===== config.mk =====
export PLATFORM = sky130hd
export DESIGN_NAME = write_stall_op_priority_controller_unit
export DESIGN_NICKNAME = d
export VERILOG_FILES = /design/src/sv/wsopc_pkg.sv /design/src/sv/wsopc_ctrl.sv /design/src/sv/wsopc_datapath.sv /design/src/sv/write_stall_op_priority_controller_unit.sv
export VERILOG_INCLUDE_DIRS = /design/src /design/src/sv
export SDC_FILE = /design/constraint.sdc
export NUM_CORES = 1
export LEC_CHECK = 0
export ABC_AREA = 1
export BUFFER_PORTS_ARGS = -buffer_cell sky130_fd_sc_hd__buf_2
export CORE_MARGIN = 2
export CORE_UTILIZATION = 30
export DETAILED_ROUTE_END_ITERATION = 8
export HOLD_SLACK_MARGIN = 0.06
export PLACE_DENSITY = 0.56
export REMOVE_ABC_BUFFERS = 1
export SKIP_CTS_REPAIR_TIMING = 1
export SLEW_MARGIN = 10
export SYNTH_ARGS = -nofsm -noshare
export SYNTH_HDL_FRONTEND = slang
export SYNTH_SLANG_ARGS = --single-unit

===== constraint.sdc =====
create_clock -name clk_i -period 6.7 [get_ports clk_i]
set_clock_uncertainty 0.2 [all_clocks]
set_input_delay 1.34 -clock clk_i [delete_from_list [all_inputs] [get_ports clk_i]]
set_output_delay 1.34 -clock clk_i [all_outputs]
set_load 0.01 [all_outputs]

===== src/sv/write_stall_op_priority_controller_unit_macros.svh =====
// ----------------------------------------------------------------------------
// Write stall op priority controller: assertion macros
// Shared concurrent assertion forms used by the checks in the top level.
// ----------------------------------------------------------------------------
`ifndef WRITE_STALL_OP_PRIORITY_CONTROLLER_UNIT_MACROS_SVH
`define WRITE_STALL_OP_PRIORITY_CONTROLLER_UNIT_MACROS_SVH

// Same-cycle implication, checked outside reset.
`define WSOPC_ASSERT_IMPLIES(label, clk, rst_n, ante, cons) \
  label: assert property (@(posedge clk) disable iff (!(rst_n)) (ante) |-> (cons)) \
    else $error("wsopc assertion failed");

// Next-cycle implication, checked outside reset.
`define WSOPC_ASSERT_NEXT(label, clk, rst_n, ante, cons) \
  label: assert property (@(posedge clk) disable iff (!(rst_n)) (ante) |=> (cons)) \
    else $error("wsopc assertion failed");

`endif


===== src/sv/wsopc_pkg.sv =====
// ----------------------------------------------------------------------------
// Write stall op priority controller package
// Shared codes, types and helper functions for controller and datapath.
// ----------------------------------------------------------------------------
`timescale 1ns / 1ps

package wsopc_pkg;

  // Number of column families and the width of a family index.
  localparam int FAMILIES = 8;
  localparam int FAM_W = 3;
  localparam int TOKEN_COUNT_BITS = 16;

  // Field widths.
  localparam int MEM_W = 8;
  localparam int L0_W = 10;
  localparam int DEBT_W = 48;
  localparam int CFG_IDX_W = 2;

  // Reset values of the configuration registers.
  localparam logic [MEM_W-1:0] MEMTABLE_LIMIT_RST = MEM_W'(2);
  localparam logic [L0_W-1:0] L0_TRIGGER_RST = L0_W'(20);
  localparam logic [DEBT_W-1:0] DEBT_LIMIT_RST = DEBT_W'(64'd274877906944);

  typedef enum logic [1:0] {
    ACT_UPDATE  = 2'd0,
    ACT_REQUEST = 2'd1,
    ACT_RETURN  = 2'd2,
    ACT_NONE    = 2'd3
  } action_e;

  typedef enum logic [1:0] {
    OP_FLUSH  = 2'd0,
    OP_LEVEL0 = 2'd1,
    OP_DEEP   = 2'd2,
    OP_NONE   = 2'd3
  } op_e;

  typedef enum logic [1:0] {
    PRI_FREE = 2'd0,
    PRI_HIGH = 2'd1,
    PRI_LOW  = 2'd2,
    PRI_STOP = 2'd3
  } pri_e;

  typedef enum logic [1:0] {
    CU_NONE = 2'd0,
    CU_INC  = 2'd1,
    CU_DEC  = 2'd2,
    CU_KEEP = 2'd3
  } cushion_e;

  typedef enum logic [CFG_IDX_W-1:0] {
    CFG_MEMTABLE_LIMIT = 2'd0,
    CFG_L0_TRIGGER     = 2'd1,
    CFG_DEBT_LIMIT     = 2'd2,
    CFG_UNUSED         = 2'd3
  } cfg_idx_e;

  // Condition code bit positions.
  localparam int COND_MEM = 0;
  localparam int COND_L0 = 1;
  localparam int COND_DEBT = 2;

  typedef enum logic {
    ST_IDLE = 1'b0,
    ST_EXEC = 1'b1
  } state_e;

  // Priority of each background op kind for one family.
  typedef struct packed {
    logic [1:0] deep;
    logic [1:0] level0;
    logic [1:0] flush;
  } pri_table_t;

  // Commands from the controller to the datapath.
  typedef struct packed {
    logic capture;
    logic exec;
  } dp_cmd_t;

  function automatic pri_table_t make_table(pri_e f, pri_e z, pri_e d);
    pri_table_t t;
    t.flush = f;
    t.level0 = z;
    t.deep = d;
    return t;
  endfunction

  localparam pri_table_t TABLE_RESET = '{deep: PRI_LOW, level0: PRI_HIGH, flush: PRI_FREE};

  // Cushion step: raised keeps or increases, cleared decays to none or decreases.
  function automatic logic [1:0] next_cushion(logic now, logic was_set,
                                              logic [1:0] prev_cu, logic safe);
    logic [1:0] r;
    if (now) begin
      r = was_set ? CU_KEEP : CU_INC;
    end else if (prev_cu == CU_NONE || safe) begin
      r = CU_NONE;
    end else begin
      r = CU_DEC;
    end
    return r;
  endfunction

  // Priority table refill from the new condition code and cushions.
  function automatic pri_table_t fill_table(logic [2:0] code, logic [3:0] cu);
    pri_table_t t;
    case (code) inside
      3'd0, 3'd1: begin
        if (cu == 4'd0) begin
          t = (code == 3'd0) ? TABLE_RESET : make_table(PRI_HIGH, PRI_LOW, PRI_LOW);
        end else if (cu[1:0] != CU_NONE) begin
          t = make_table(PRI_STOP, PRI_HIGH, PRI_LOW);
        end else begin
          t = make_table(PRI_LOW, PRI_STOP, PRI_HIGH);
        end
      end
      3'd4, 3'd5: begin
        t = make_table(PRI_LOW, PRI_STOP, PRI_HIGH);
      end
      default: begin
        t = make_table(PRI_STOP, PRI_HIGH, PRI_LOW);
      end
    endcase
    return t;
  endfunction

endpackage


===== src/sv/wsopc_ctrl.sv =====
// ----------------------------------------------------------------------------
// Write stall op priority controller: sequencer
// Two-state controller that captures a word and runs it through the datapath.
// ----------------------------------------------------------------------------
`timescale 1ns / 1ps

module wsopc_ctrl (
  input  logic                clk_i,
  input  logic                rst_ni,
  input  logic                start_i,
  output logic                busy,
  output logic                done_o,
  output wsopc_pkg::dp_cmd_t  cmd_o
);
  import wsopc_pkg::*;

  state_e state_q, state_d;
  logic   done_q, done_d;

  // Next state.
  always_comb begin
    state_d = state_q;
    unique case (state_q)
      ST_IDLE: begin
        if (start_i) begin
          state_d = ST_EXEC;
        end
      end
      ST_EXEC: begin
        state_d = ST_IDLE;
      end
      default: begin
        state_d = ST_IDLE;
      end
    endcase
  end

  // Outputs to the datapath and the port side.
  always_comb begin
    cmd_o.capture = 1'b0;
    cmd_o.exec = 1'b0;
    busy = 1'b0;
    done_d = 1'b0;
    unique case (state_q)
      ST_IDLE: begin
        cmd_o.capture = start_i;
      end
      ST_EXEC: begin
        cmd_o.exec = 1'b1;
        busy = 1'b1;
        done_d = 1'b1;
      end
      default: begin
        busy = 1'b0;
      end
    endcase
  end

  // State and result strobe registers.
  always_ff @(posedge clk_i or negedge rst_ni) begin
    if (!rst_ni) begin
      state_q <= ST_IDLE;
      done_q <= 1'b0;
    end else begin
      state_q <= state_d;
      done_q <= done_d;
    end
  end

  assign done_o = done_q;

endmodule


===== src/sv/wsopc_datapath.sv =====
// ----------------------------------------------------------------------------
// Write stall op priority controller: datapath
// Configuration registers, per-family tables, token count and result word.
// ----------------------------------------------------------------------------
`timescale 1ns / 1ps

module wsopc_datapath (
  input  logic                                  clk_i,
  input  logic                                  rst_ni,
  input  wsopc_pkg::dp_cmd_t                    cmd_i,
  input  logic [1:0]                            action_i,
  input  logic [wsopc_pkg::FAM_W-1:0]           family_index_i,
  input  logic [1:0]                            op_kind_i,
  input  logic [wsopc_pkg::MEM_W-1:0]           memtable_count_i,
  input  logic [wsopc_pkg::L0_W-1:0]            level0_files_i,
  input  logic [wsopc_pkg::DEBT_W-1:0]          debt_bytes_i,
  input  logic                                  cfg_valid_i,
  output logic                                  cfg_ready_o,
  input  logic [wsopc_pkg::CFG_IDX_W-1:0]       cfg_index_i,
  input  logic [wsopc_pkg::DEBT_W-1:0]          cfg_data_i,
  output logic [1:0]                            priority_res_o,
  output logic                                  token_held_o,
  output logic [2:0]                            condition_code_o,
  output logic [1:0]                            level0_cushion_o,
  output logic [1:0]                            debt_cushion_o,
  output logic                                  high_count_zero_o
);
  import wsopc_pkg::*;

  // Configuration registers.
  logic [MEM_W-1:0]  mem_limit_q;
  logic [L0_W-1:0]   l0_trig_q;
  logic [DEBT_W-1:0] debt_limit_q;

  // Captured input word.
  logic [1:0]        action_q;
  logic [FAM_W-1:0]  fam_q;
  logic [1:0]        op_q;
  logic [MEM_W-1:0]  mem_q;
  logic [L0_W-1:0]   l0_q;
  logic [DEBT_W-1:0] debt_q;

  // Per-family state and the shared high token count.
  logic [2:0]             cond_q [FAMILIES];
  logic [3:0]             cu_q   [FAMILIES];
  pri_table_t             tbl_q  [FAMILIES];
  logic [TOKEN_COUNT_BITS-1:0] cnt_q, cnt_d;

  // Result registers.
  logic [1:0] res_pri_q, res_pri_d;
  logic       res_held_q, res_held_d;
  logic [2:0] res_code_q, res_code_d;
  logic [3:0] res_cu_q, res_cu_d;
  logic       res_zero_q, res_zero_d;

  // Exec-cycle combinational values.
  logic        fam_ok;
  logic [2:0]  cur_code;
  logic [3:0]  cur_cu;
  pri_table_t  cur_tbl;
  logic [2:0]  code_new;
  logic [3:0]  cu_new;
  pri_table_t  tbl_new;
  logic        upd_we;
  logic [1:0]  pri_sel;

  assign cfg_ready_o = 1'b1;

  // Configuration writes.
  always_ff @(posedge clk_i or negedge rst_ni) begin
    if (!rst_ni) begin
      mem_limit_q <= MEMTABLE_LIMIT_RST;
      l0_trig_q <= L0_TRIGGER_RST;
      debt_limit_q <= DEBT_LIMIT_RST;
    end else if (cfg_valid_i && cfg_ready_o) begin
      unique case (cfg_idx_e'(cfg_index_i))
        CFG_MEMTABLE_LIMIT: mem_limit_q <= cfg_data_i[MEM_W-1:0];
        CFG_L0_TRIGGER:     l0_trig_q <= cfg_data_i[L0_W-1:0];
        CFG_DEBT_LIMIT:     debt_limit_q <= cfg_data_i;
        default:            mem_limit_q <= mem_limit_q;
      endcase
    end
  end

  // Input capture on accept.
  always_ff @(posedge clk_i) begin
    if (cmd_i.capture) begin
      action_q <= action_i;
      fam_q <= family_index_i;
      op_q <= op_kind_i;
      mem_q <= memtable_count_i;
      l0_q <= level0_files_i;
      debt_q <= debt_bytes_i;
    end
  end

  // Family lookup and the status update computation.
  always_comb begin
    fam_ok = {1'b0, fam_q} < (FAM_W + 1)'(FAMILIES);
    cur_code = cond_q[fam_q];
    cur_cu = cu_q[fam_q];
    cur_tbl = tbl_q[fam_q];
    code_new[COND_MEM] = mem_q >= mem_limit_q;
    code_new[COND_L0] = l0_q >= l0_trig_q;
    code_new[COND_DEBT] = debt_q >= debt_limit_q;
    cu_new[1:0] = next_cushion(code_new[COND_L0], cur_code[COND_L0], cur_cu[1:0],
                               l0_q == '0);
    cu_new[3:2] = next_cushion(code_new[COND_DEBT], cur_code[COND_DEBT], cur_cu[3:2],
                               debt_q <= (debt_limit_q >> 1));
    tbl_new = fill_table(code_new, cu_new);
  end

  // Priority of the requested op kind.
  always_comb begin
    case (op_e'(op_q))
      OP_FLUSH:  pri_sel = cur_tbl.flush;
      OP_LEVEL0: pri_sel = cur_tbl.level0;
      OP_DEEP:   pri_sel = cur_tbl.deep;
      default:   pri_sel = PRI_FREE;
    endcase
  end

  // Action decode: result word, token count and table write enable.
  always_comb begin
    res_pri_d = PRI_FREE;
    res_held_d = 1'b0;
    res_code_d = '0;
    res_cu_d = '0;
    res_zero_d = 1'b0;
    cnt_d = cnt_q;
    upd_we = 1'b0;
    if (fam_ok) begin
      res_code_d = cur_code;
      res_cu_d = cur_cu;
      unique case (action_e'(action_q))
        ACT_UPDATE: begin
          upd_we = 1'b1;
          res_code_d = code_new;
          res_cu_d = cu_new;
        end
        ACT_REQUEST: begin
          res_pri_d = pri_sel;
          if (pri_sel == PRI_HIGH) begin
            res_held_d = 1'b1;
            if (!(&cnt_q)) begin
              cnt_d = cnt_q + TOKEN_COUNT_BITS'(1);
            end
          end
        end
        ACT_RETURN: begin
          if (cnt_q != '0) begin
            cnt_d = cnt_q - TOKEN_COUNT_BITS'(1);
          end
          res_zero_d = (cnt_d == '0);
        end
        default: begin
          res_pri_d = PRI_FREE;
        end
      endcase
    end
  end

  // Per-family tables and token count.
  always_ff @(posedge clk_i or negedge rst_ni) begin
    if (!rst_ni) begin
      for (int i = 0; i < FAMILIES; i++) begin
        cond_q[i] <= '0;
        cu_q[i] <= '0;
        tbl_q[i] <= TABLE_RESET;
      end
      cnt_q <= '0;
    end else if (cmd_i.exec) begin
      if (upd_we) begin
        cond_q[fam_q] <= code_new;
        cu_q[fam_q] <= cu_new;
        tbl_q[fam_q] <= tbl_new;
      end
      cnt_q <= cnt_d;
    end
  end

  // Result word register.
  always_ff @(posedge clk_i) begin
    if (cmd_i.exec) begin
      res_pri_q <= res_pri_d;
      res_held_q <= res_held_d;
      res_code_q <= res_code_d;
      res_cu_q <= res_cu_d;
      res_zero_q <= res_zero_d;
    end
  end

  assign priority_res_o = res_pri_q;
  assign token_held_o = res_held_q;
  assign condition_code_o = res_code_q;
  assign level0_cushion_o = res_cu_q[1:0];
  assign debt_cushion_o = res_cu_q[3:2];
  assign high_count_zero_o = res_zero_q;

endmodule


===== src/sv/write_stall_op_priority_controller_unit.sv =====
// A word is captured when accepted, run through the family table read-modify-write in
// the execute state, and its result is registered and strobed on done_o. The sequencer
// is busy in the execute state and takes no new word until it is back in idle.
// Results are shown for one cycle; the receiver cannot stall.
// Reset clears the sequencer, token count, family tables and restores configuration.
// ----------------------------------------------------------------------------
// Write stall op priority controller
// Top level joining the sequencer and the per-family priority datapath.
// ----------------------------------------------------------------------------
`timescale 1ns / 1ps
`include "write_stall_op_priority_controller_unit_macros.svh"

module write_stall_op_priority_controller_unit (
  input  logic                              clk_i,
  input  logic                              rst_ni,
  input  logic                              start,
  output logic                              busy,
  output logic                              done_o,
  input  logic [1:0]                        action_i,
  input  logic [wsopc_pkg::FAM_W-1:0]       family_index_i,
  input  logic [1:0]                        op_kind_i,
  input  logic [wsopc_pkg::MEM_W-1:0]       memtable_count_i,
  input  logic [wsopc_pkg::L0_W-1:0]        level0_files_i,
  input  logic [wsopc_pkg::DEBT_W-1:0]      debt_bytes_i,
  input  logic                              cfg_valid_i,
  output logic                              cfg_ready_o,
  input  logic [wsopc_pkg::CFG_IDX_W-1:0]   cfg_index_i,
  input  logic [wsopc_pkg::DEBT_W-1:0]      cfg_data_i,
  output logic [1:0]                        priority_res_o,
  output logic                              token_held_o,
  output logic [2:0]                        condition_code_o,
  output logic [1:0]                        level0_cushion_o,
  output logic [1:0]                        debt_cushion_o,
  output logic                              high_count_zero_o
);
  import wsopc_pkg::*;

  dp_cmd_t cmd;

  // Sequencer.
  wsopc_ctrl u_ctrl (
    .clk_i   (clk_i),
    .rst_ni  (rst_ni),
    .start_i (start),
    .busy    (busy),
    .done_o  (done_o),
    .cmd_o   (cmd)
  );

  // Datapath.
  wsopc_datapath u_datapath (
    .clk_i             (clk_i),
    .rst_ni            (rst_ni),
    .cmd_i             (cmd),
    .action_i          (action_i),
    .family_index_i    (family_index_i),
    .op_kind_i         (op_kind_i),
    .memtable_count_i  (memtable_count_i),
    .level0_files_i    (level0_files_i),
    .debt_bytes_i      (debt_bytes_i),
    .cfg_valid_i       (cfg_valid_i),
    .cfg_ready_o       (cfg_ready_o),
    .cfg_index_i       (cfg_index_i),
    .cfg_data_i        (cfg_data_i),
    .priority_res_o    (priority_res_o),
    .token_held_o      (token_held_o),
    .condition_code_o  (condition_code_o),
    .level0_cushion_o  (level0_cushion_o),
    .debt_cushion_o    (debt_cushion_o),
    .high_count_zero_o (high_count_zero_o)
  );

  // An accepted word always goes busy, and busy always ends in a strobe.
  `WSOPC_ASSERT_NEXT(a_accept_busy, clk_i, rst_ni, start && !busy, busy)
  `WSOPC_ASSERT_NEXT(a_busy_done, clk_i, rst_ni, busy, done_o && !busy)
  // A held token is only reported with a high priority.
  `WSOPC_ASSERT_IMPLIES(a_held_high, clk_i, rst_ni, done_o && token_held_o, priority_res_o == PRI_HIGH)
  // A wake flag never comes with a request grant.
  `WSOPC_ASSERT_IMPLIES(a_zero_no_grant, clk_i, rst_ni, done_o && high_count_zero_o, !token_held_o && priority_res_o == PRI_FREE)

endmodule


==> metrics, run 1 <==
antenna violations before repair 0; area of the core roughly 45,000 µm²; FF+latch area about 6800 µm²; height of the chip around 220 µm; Tmin final 3.354 ns; Slew @ Worst Pin ~1.1 ns; Final #Nets 1,945; CP Class reg -> reg; Unique masters post-synth 52; drt total wl 35,500 µm; ANT nets after route 0; RSZ-0062 raised after global routing no; CTS Sinks around 250; post-route setup slack 3.346 ns; TritonCTS Buffers 30; Avg Inst Size Synth roughly 8.7 µm²; setup TNS 0 ns; endpoints failing hold 0; total track usage between 10% and 20%; number of flops mapped to enable cells by yosys between 80 and 90; first-pass GRT wire length 57,870 µm; crit path launch type register; status complete, no violations; Ports 141; Fill cells roughly 4,700; Worst Path Required 7.00 ns; RePlAce Congestion between 0.8 and 0.9; Multi-input gate area slightly below 6000 µm²; share of layout cells above drive strength 1 approximately 15%; pre-CTS setup slack 3.068 ns; Hold Path Class reg -> reg; register area share after synthesis between 40% and 50%; Clk pin slew, worst setup/hold paths ~0.060 ns; Worst R2R Path Depth 18; M1 GR Usage 21.12%; reg2reg end u_datapath.tbl_q[40]$_DFFE_PN0P_; grt ovf 0; Syn. warnings 0; Worst-Skew Late Latency between 0.5 and 0.6 ns; number of vias per cell between 4 and 5; Area after DPL 14,990 µm²; Min-Delay Path Depth 2; Post-Synthesis Cells roughly 1,600; Worst Hold Launch u_datapath.tbl_q[38]$_DFFE_PN1P_; ratio of final minimum period to clock period 50.06%; DP HPWL 25,640 µm; worst reg2reg startpoint u_datapath.debt_limit_q[38]$_DFFE_PN1P_; final instance area between 15,000 and 20,000 µm²; R2R setup slack about 3.3 ns; Pwr Density roughly 310 nW/µm²; WL/cell between 15 and 20 µm; Post-Syn Area about 14,000 µm²; WP data arrival between 3 and 4 ns; DIE AREA 47,300 µm²; Max Fclk ~300 MHz; M2 GR Usage approximately a quarter; Root Buffer clkbuf_16; GR Layer Usage met3 ~2.2%; most used routing layer met2; Leak between 0.007 and 0.008 µW; Pins Over Slew Limit 0; PortBufs ~140; Synth Flop Type dfrtp_1; routed vias roughly 11,000; Slew HR about 28%; final setup fails 0; Max Root-Sink Buffers 3; DRC Markers 0; Initial Util a little under a third; DIE WIDTH roughly 220 µm; critical path endpoint category register; #FFs+latches synth roughly 250; pin count of the biggest net entering global routing between 100 and 150; H-tree Lvls 1; Area Overhead vs Synth 16.64%; final core area utilization about a third; Worst VDD drop around 0.22 mV; CP Max Fanout 16; total chip power about 4900 µW; Max-Cap Viols 0; row count between 70 and 80; hold path endpoint u_datapath.tbl_q[38]$_DFFE_PN1P_; 1st-pass router iterations 5; TritonCTS clock tree yes; initial DRC count between 600 and 700; vias in the first global route approximately 11,000; asr flop ratio synth roughly 68%
==> synth_stat cells (10+ instances only) <==
master | instances | area share, %
clkbuf_1 | 29 | 0.80
dfrtp_1 | 152 | 28
nand2_1 | 414 | 11
o22ai_1 | 10 | 0.46
nor2_1 | 134 | 3.7
edfxtp_1 | 82 | 18
nand3_1 | 55 | 2.0
nand4_1 | 22 | 1.0
a21oi_1 | 87 | 3.2
ha_1 | 119 | 11
o21ai_0 | 124 | 4.5
inv_1 | 185 | 5.1
dfstp_2 | 20 | 3.8
xor2_1 | 15 | 0.96
==> critical path, stage by stage (launching register included) <==
cell,delay (ns)
dfstp_2,0.51
inv_1,0.06
ha_1,0.27
nand2_1,0.06
nor2_1,0.15
nand4_1,0.09
nor2_1,0.26
nand3b_1,0.11
inv_1,0.08
nand2_1,0.10
nand2_2,0.20
inv_2,0.13
nand2_1,0.10
nand2_2,0.17
nand3_4,0.18
nand2_1,0.08
nand2_2,0.32
nand2_1,0.10
o21ai_0,0.10
==> kinds of logic after synthesis <==
logic type,after synthesis,synth area share [%]
and+or+nand+nor,666,20.51
adders and majority gates,119,10.89
other,1,0.02743
buffers and inverters,243,7.102
xor gates and xnor gates,16,1.025
AOI/OAI and AO/OA,265,10.77
DFF,254,49.68
==> worst max-delay path by stage <==
stage | start | endpoint | depth (start not counted)
global route | u_datapath.debt_limit_q[38]$_DFFE_PN1P_ | u_datapath.tbl_q[47]$_DFFE_PN1P_ | 16
detailed placement | start | u_datapath.l0_q[3]$_DFFE_PP_ | 4
floorplan | start | u_datapath.action_q[0]$_DFFE_PP_ | 2
global placement | start | u_datapath.fam_q[0]$_DFFE_PP_ | 4
CTS | u_datapath.debt_q[47]$_DFFE_PP_ | u_datapath.tbl_q[40]$_DFFE_PN0P_ | 15
finish | u_datapath.debt_limit_q[38]$_DFFE_PN1P_ | u_datapath.tbl_q[40]$_DFFE_PN0P_ | 18
==> layout make-up <==
class / count / area share [%]
tap: 600 / 4.708
antenna: 1 / 0.01569
sequential: 254 / 42.59
clock buffer: 44 / 5.288
multi-input combinational: 1067 / 37.15
inverter: 199 / 4.708
timing repair buffer: 147 / 4.857
clock inverter: 12 / 0.6826
==> stage by stage <==
stage | hold slack, ns | std cells
6_report | 0.2696 | 2324
3_5_place_dp | 0.2630 | 2267
4_1_cts | 0.2721 | 2323
3_3_place_gp | 0.2579 | 2267
2_1_floorplan | 0.2481 | 1520
5_1_grt | 0.2953 | 2323
==> power by group <==
part	internal [µW]	leakage [µW]	total (µW)	switching (µW)
logic	452	0.00438	1250	802
clock network	910	0.000462	1570	656
registers	1880	0.00290	2050	173
total	3240	0.00775	4880	1630
==> metal layers <==
metal | vias to the layer above | wire length [µm]
met4 | 0 | 740
met1 | 5152 | 16480
met3 | 53 | 1853
met2 | 279 | 16420
met5 | - | 0
li1 | 5412 | -
==> sequential cells by signal, indices dropped and copies added (netlist names), 2 cells and up <==
| name | cells |
|---|---|
| u_datapath.cond_q | 8 |
| u_datapath.action_q | 2 |
| u_datapath.l0_q | 10 |
| u_datapath.res_cu_q | 4 |
| u_datapath.l0_trig_q | 10 |
| u_datapath.debt_q | 48 |
| u_datapath.cnt_q | 16 |
| u_datapath.op_q | 2 |
| u_datapath.fam_q | 3 |
| u_datapath.priority_res_o | 2 |
| u_datapath.mem_q | 8 |
| u_datapath.mem_limit_q | 8 |
| u_datapath.debt_limit_q | 48 |
| u_datapath.tbl_q | 48 |
| u_datapath.cu_q | 32 |
==> placed cells by master (no fill, tap or decap), types with 3 or more instances in the layout <==
| cell type | Yosys | routed |
|---|---|---|
| buf_2 | 4 | 138 |
| clkinv_1 | 3 | 7 |
| nor2_1 | 134 | 133 |
| edfxtp_1 | 82 | 82 |
| o21ai_2 | 8 | 8 |
| buf_4 | 5 | 7 |
| dfstp_2 | 20 | 20 |
| nor3_1 | 9 | 9 |
| ha_1 | 119 | 119 |
| nand3b_1 | 4 | 4 |
| o21ai_0 | 124 | 124 |
| a22oi_1 | 9 | 9 |
| inv_2 | 9 | 9 |
| inv_1 | 185 | 185 |
| nor4_1 | 7 | 7 |
| dfrtp_1 | 152 | 152 |
| nand3_1 | 55 | 55 |
| nand4_1 | 22 | 22 |
| nand3_2 | 4 | 4 |
| or2_2 | 3 | 3 |
| o22ai_1 | 10 | 10 |
| o2111ai_1 | 3 | 3 |
| nand2_4 | 2 | 3 |
| a21oi_1 | 87 | 87 |
| clkinv_2 | 1 | 5 |
| nand2_2 | 6 | 6 |
| a21o_1 | 6 | 6 |
| clkbuf_1 | 29 | 10 |
| clkbuf_8 | 0 | 4 |
| clkbuf_16 | 0 | 30 |
| xor2_1 | 15 | 15 |
| o21a_1 | 3 | 3 |
| nand3_4 | 3 | 3 |
| nand2_1 | 414 | 413 |
(Power assumes the default switching activity.)
==> run 2, diff against run 1 <==
==> constraint.sdc (replaced) <==
create_clock -name clk_i -period 3.3 [get_ports clk_i]
set_clock_uncertainty 0.2 [all_clocks]
set_input_delay 0.66 -clock clk_i [delete_from_list [all_inputs] [get_ports clk_i]]
set_output_delay 0.66 -clock clk_i [all_outputs]
set_load 0.01 [all_outputs]
==> metrics, run 2 (synthesized netlist as in run 1, its figures left out) <==
pin count of the biggest net entering global routing 69 (-51%); Slowest-stage cell, CP edfxtp_1; Root Buffer clkbuf_16; Max Root-Sink Buffers 3 (unchanged); Ports 141 (unchanged); H-tree Lvls 1 (unchanged); commonest non-fill, non-tap cell in the layout nand2_1; Final #Nets 2,027 (+4.2%); status complete, no violations; first-pass GRT wire length 58,420 µm (+0.94%); ANT nets after route 0 (unchanged); TritonCTS Buffers 30 (unchanged); initial DRC count 623 (-9.8%); DIE WIDTH 217.5 µm (unchanged); Worst Path Required 3.56 ns (-3.44 ns); Max-Cap Viols 0 (unchanged); Area after DPL 15,260 µm² (+1.8%); total track usage 15.54% (+0.27 points); routed vias 11,205 (+2.8%); CP Class reg -> reg; Slew HR 51.37% (+23 points); Leak 0.008172 µW (+5.5%); setup TNS 0 ns (unchanged); Pwr Density 614.2 nW/µm² (+100%); most frequent cell on the critical path nand2_1; grt ovf 0 (unchanged); critical path endpoint category register; Pins Over Slew Limit 0 (unchanged); area of the core 45,190 µm² (unchanged); Clk pin slew, worst setup/hold paths 0.06 ns (about the same); hold slack 0.07489 ns (-0.1947 ns); Area Overhead vs Synth 23.19%; DP HPWL 26,650 µm (+3.9%); R2R setup slack 0.35 ns (-2.99 ns); final setup fails 0 (unchanged); biggest regs u_datapath.debt_limit_q x48, u_datapath.debt_q x48, u_datapath.tbl_q x48; WP data arrival 3.20 ns (-0.45 ns); TritonCTS clock tree yes; CP Max Fanout 15 (-1); ratio of final minimum period to clock period 89.24% (+39 points); vias in the first global route 10,996 (+0.84%); DRC Markers 0 (unchanged); drt total wl 36,420 µm (+2.6%); Slew @ Worst Pin 0.7287 ns (-0.3418 ns); endpoints failing hold 0 (unchanged); Critical Path Max Stage Delay 0.60 ns (+0.09 ns); PortBufs 139 (unchanged); number of vias per cell 4.659 (-0.63%); Initial Util 30.26% (unchanged); WL/cell 15.14 µm (-0.87%); Worst VDD drop 0.4118 mV (+87%); CTS Sinks 254 (unchanged); DIE AREA 47,300 µm² (unchanged); Max Fclk 339.6 MHz (+14%); Tmin final 2.945 ns (-0.4091 ns); RePlAce Congestion 0.8693 (+2.9%); final instance area 16,840 µm² (+5.6%); antenna violations before repair 0 (unchanged); crit path launch type register; height of the chip 217.5 µm (unchanged); RSZ-0062 raised after global routing no; Worst-Skew Late Latency 0.58 ns (about the same); most frequent cells in the layout nand2_1 (413), inv_1 (185), dfrtp_1 (152), buf_2 (138), nor2_1 (131); ANT cells 0 (-1); Hold Path Class in -> reg; share of layout cells above drive strength 1 15.96% (+1.4 points); row count 78 (unchanged); 1st-pass router iterations 5 (unchanged); crit-path cells buf_4 > nor3_4 > nand2_1 > nand2_1 > a211oi_1 > nand2_1 > nand3_1 > nand2_2 > nand2_2 > buf_4 > nand4_4 > nand2_2 > nand3_1 > nand2_1
run 2: worst paths after layout:
check / startpoint / to / cells past startpoint
min in group asynchronous: rst_ni / u_datapath.debt_limit_q[35]$_DFFE_PN0P_ / 2
max reg2reg: u_datapath.fam_q[0]$_DFFE_PP_ / u_datapath.tbl_q[21]$_DFFE_PN0P_ / 14
max: u_datapath.fam_q[0]$_DFFE_PP_ / u_datapath.tbl_q[21]$_DFFE_PN0P_ / 14
max in group asynchronous: rst_ni / u_datapath.tbl_q[35]$_DFFE_PN1P_ / 3
min: level0_files_i[5] / u_datapath.l0_q[5]$_DFFE_PP_ / 1
min reg2reg: u_datapath.tbl_q[38]$_DFFE_PN1P_ / u_datapath.tbl_q[38]$_DFFE_PN1P_ / 2
run 2: power by group:
| group | internal, µW | total, µW | leakage, µW | switching [µW] |
|---|---|---|---|---|
| clock network | 2200 | 3530 | 0.000514 | 1340 |
| logic | 998 | 2640 | 0.00475 | 1640 |
| registers | 3820 | 4170 | 0.00290 | 351 |
| total | 7010 | 10300 | 0.00817 | 3330 |
run 2: worst max-delay path, delay by kind of cell (launching register included):
family / cells / cell delay, ns
flops: 1 / 0.60
simple gates: 11 / 1.54
buf+inv: 2 / 0.43
compound gates: 1 / 0.05
run 2: cell type report:
cell class,count,area (µm²)
tap,600,750.7
timing repair buffer,229,1555
multi-input combinational,1067,5934
inverter,199,750.7
sequential,254,6792
fill,4576,28340
clock inverter,11,192.7
clock buffer,45,867.1
run 2: stage by stage:
step	setup slack [ns]	utilization, %	total power (µW)	instances
detailed placement	0.2550	33.78	6806	2298
global placement	0.3281	33.78	6737	2298
finish	0.3549	37.27	10340	2405
global route	0.0008487	37.27	11070	2405
CTS	0.2539	36.12	10400	2354
floorplan	-1.192	-	5994	1520
run 2: routing by layer:
layer	global-route usage (%)	vias up	routed length, µm
met2	25.19	278	16620
met4	4.110	0	779
met5	0	-	0
met1	21.75	5299	17140
li1	-	5578	-
met3	2.134	50	1869
==> run 3, diff against run 2 <==
--- a/config.mk
+++ b/config.mk
@@ -8,11 +8,13 @@
 export LEC_CHECK = 0
 export ABC_AREA = 1
 export BUFFER_PORTS_ARGS = -buffer_cell sky130_fd_sc_hd__buf_2
+export CELL_PAD_IN_SITES_DETAIL_PLACEMENT = 0
+export CELL_PAD_IN_SITES_GLOBAL_PLACEMENT = 1
 export CORE_MARGIN = 2
 export CORE_UTILIZATION = 30
 export DETAILED_ROUTE_END_ITERATION = 8
 export HOLD_SLACK_MARGIN = 0.06
-export PLACE_DENSITY = 0.56
+export PLACE_DENSITY = 0.67
 export REMOVE_ABC_BUFFERS = 1
 export SKIP_CTS_REPAIR_TIMING = 1
 export SLEW_MARGIN = 10
==> metrics, run 3 (synthesized netlist as in run 1, its figures left out) <==
Worst VDD drop 0.4744 mV (+15%); reg2reg end u_datapath.tbl_q[39]$_DFFE_PN0P_; endpoints failing hold 0 (unchanged); R2R setup slack 0.37 ns (about the same); Hold Path Class in -> reg; Leak 0.008207 µW (+0.42%); row count 78 (unchanged); RePlAce Congestion 0.8441 (-2.9%); Area Overhead vs Synth 23.63%; crit path launch type register; Max Used Layer met4; WP data arrival 3.23 ns (+0.03 ns); Fill cells 4,569 (-0.15%); total track usage 15.82% (+0.29 points); most frequent cells in the layout nand2_1 (413), inv_1 (185), dfrtp_1 (152), buf_2 (138), nor2_1 (133); status complete, no violations; biggest regs u_datapath.debt_limit_q x48, u_datapath.debt_q x48, u_datapath.tbl_q x48; crit-path cells ha_1 > nand2_1 > inv_1 > nor2_1 > o21ai_0 > a21oi_1 > nand2_1 > a21oi_2 > nand2_2 > inv_2 > nand2_1 > nand2_2 > nand4_4 > nand2_2 > nand3_1 > nand2_1; routed vias 11,097 (-0.96%); Min-Delay Path Depth 1 (unchanged); Slew @ Worst Pin 0.7376 ns (+0.008891 ns); DP HPWL 27,200 µm (+2.1%); area of the core 45,190 µm² (unchanged); ratio of final minimum period to clock period 88.85% (-0.39 points); WL/cell 15.48 µm (+2.2%); hold path endpoint u_datapath.mem_q[7]$_DFFE_PP_; drt total wl 37,420 µm (+2.7%); H-tree Lvls 1 (unchanged); CP Max Fanout 10 (-5); ANT nets after route 0 (unchanged); antenna violations before repair 1 (+1); Max Root-Sink Buffers 3 (unchanged); Max-Cap Viols 0 (unchanged); Final #Nets 2,039 (+0.59%); CP Class reg -> reg; initial DRC count 717 (+15%); share of layout cells above drive strength 1 16.02% (+0.060 points); Ports 141 (unchanged); critical path endpoint category register; Net Switching 3428 µW (+2.9%); commonest non-fill, non-tap cell in the layout nand2_1; Placed Cells 2,299 (+0.044%); cell internal pwr 6853 µW (-2.3%); switching share of power 33.34% (+1.1 points); PortBufs 139 (unchanged); Max Fclk 341.0 MHz (+0.44%); Worst R2R Path Depth 16 (+2); height of the chip 217.5 µm (unchanged); Slew HR 50.31% (-1.1 points); Root Buffer clkbuf_16; DIE WIDTH 217.5 µm (unchanged); Slowest-stage cell, CP edfxtp_1; met3 wire length 1599 µm (-14%); Critical Path Max Stage Delay 0.42 ns (-0.18 ns); DRC Markers 0 (unchanged); 1st-pass router iterations 5 (unchanged); number of vias per cell 4.591 (-1.5%); DIE AREA 47,300 µm² (unchanged); most frequent cell on the critical path nand2_1; Tmin final 2.932 ns (-0.01293 ns); Combinational Power Share 26.2% (+0.7 points); register share of total power 40.5% (+0.2 points); Pins Over Slew Limit 0 (unchanged); final setup fails 0 (unchanged); total chip power 10,280 µW (-0.61%); ANT cells 0 (unchanged); Worst-Skew Late Latency 0.58 ns (about the same); setup TNS 0 ns (unchanged); worst reg2reg startpoint u_datapath.debt_q[45]$_DFFE_PP_; Clk network pwr share 33.3% (-0.8 points); RSZ-0062 raised after global routing no; Initial Util 30.26% (unchanged); hold slack 0.07452 ns (-0.0003734 ns); pin count of the biggest net entering global routing 61 (-12%); TritonCTS Buffers 30 (unchanged); Worst Path Required 3.60 ns (+0.04 ns); TritonCTS clock tree yes; first-pass GRT wire length 59,260 µm (+1.4%); Buf/Inv on CP 2 (unchanged); met2 WL 17,730 µm (+6.6%); Pwr Density 608.2 nW/µm² (-0.97%); Post-Route M1 WL 17,560 µm (+2.4%); CTS Sinks 254 (unchanged); Clk pin slew, worst setup/hold paths 0.06 ns (about the same); grt ovf 0 (unchanged); Worst Hold Launch memtable_count_i[7]; vias in the first global route 10,838 (-1.4%); delay-heaviest family, CP simple AND/OR/NAND/NOR gates; post-route insts no fill 2,417 (+0.50%)
==> run 3: changes by cell type in the layout (fill, tap and decap cells not counted), sizes merged <==
cell | before | now
bufinv | 5 | 4
inv | 195 | 196
clkbuf | 45 | 33
dlygate4sd3 | 51 | 62
clkinvlp | 1 | 2
clkinv | 9 | 20
buf | 178 | 179
==> run 3: cell type report <==
class / instances / area (µm²) / area share [%]
clock buffer: 33 / 782.0 / 4.627
timing repair buffer: 241 / 1660 / 9.823
tap: 600 / 750.7 / 4.441
inverter: 199 / 750.7 / 4.441
multi-input combinational: 1067 / 5929 / 35.08
sequential: 254 / 6792 / 40.18
clock inverter: 23 / 237.7 / 1.406
==> run 3: per-layer routing <==
layer,GRT usage [%],vias to the layer above
met3,2.064,37
met5,0,-
met4,3.630,0
li1,-,5617
met2,26.53,226
met1,21.72,5217
==> run 3: stage by stage <==
stage / util [%] / setup WS (ns) / instance area, µm²
finish: 37.41 / 0.3679 / 16900
global placement: 33.77 / 0.3564 / 15260
floorplan: - / -1.192 / 13450
detailed placement: 33.77 / 0.2836 / 15260
CTS: 36.02 / 0.2265 / 16280
global route: 37.41 / 0.02371 / 16900
==> run 3: power by group through the flow <==
stage                     combinational, µW  clock (µW)  sequential (µW)
after floorplan                        1860           0             4130
after global placement                 2610           0             4220
after detailed placement               2650           0             4220
after CTS                              2660        3530             4160
after global routing                   3130        3660             4230
final                                  2690        3430             4170
==> run 3: how the worst max path moves through the flow <==
| stage | cells past startpoint | start | to | slack [ns] |
|---|---|---|---|---|
| 3_5_place_dp | 17 | u_datapath.debt_limit_q[38]$_DFFE_PN1P_ | u_datapath.tbl_q[47]$_DFFE_PN1P_ | 0.28 |
| 2_1_floorplan | 2 | start | u_datapath.action_q[0]$_DFFE_PP_ | -1.19 |
| 6_report | 16 | u_datapath.debt_q[45]$_DFFE_PP_ | u_datapath.tbl_q[39]$_DFFE_PN0P_ | 0.37 |
| 3_3_place_gp | 18 | u_datapath.debt_limit_q[38]$_DFFE_PN1P_ | u_datapath.tbl_q[10]$_DFFE_PN0P_ | 0.36 |
| 5_1_grt | 18 | u_datapath.debt_limit_q[38]$_DFFE_PN1P_ | u_datapath.tbl_q[28]$_DFFE_PN0P_ | 0.02 |
| 4_1_cts | 18 | u_datapath.debt_limit_q[38]$_DFFE_PN1P_ | u_datapath.tbl_q[40]$_DFFE_PN0P_ | 0.23 |
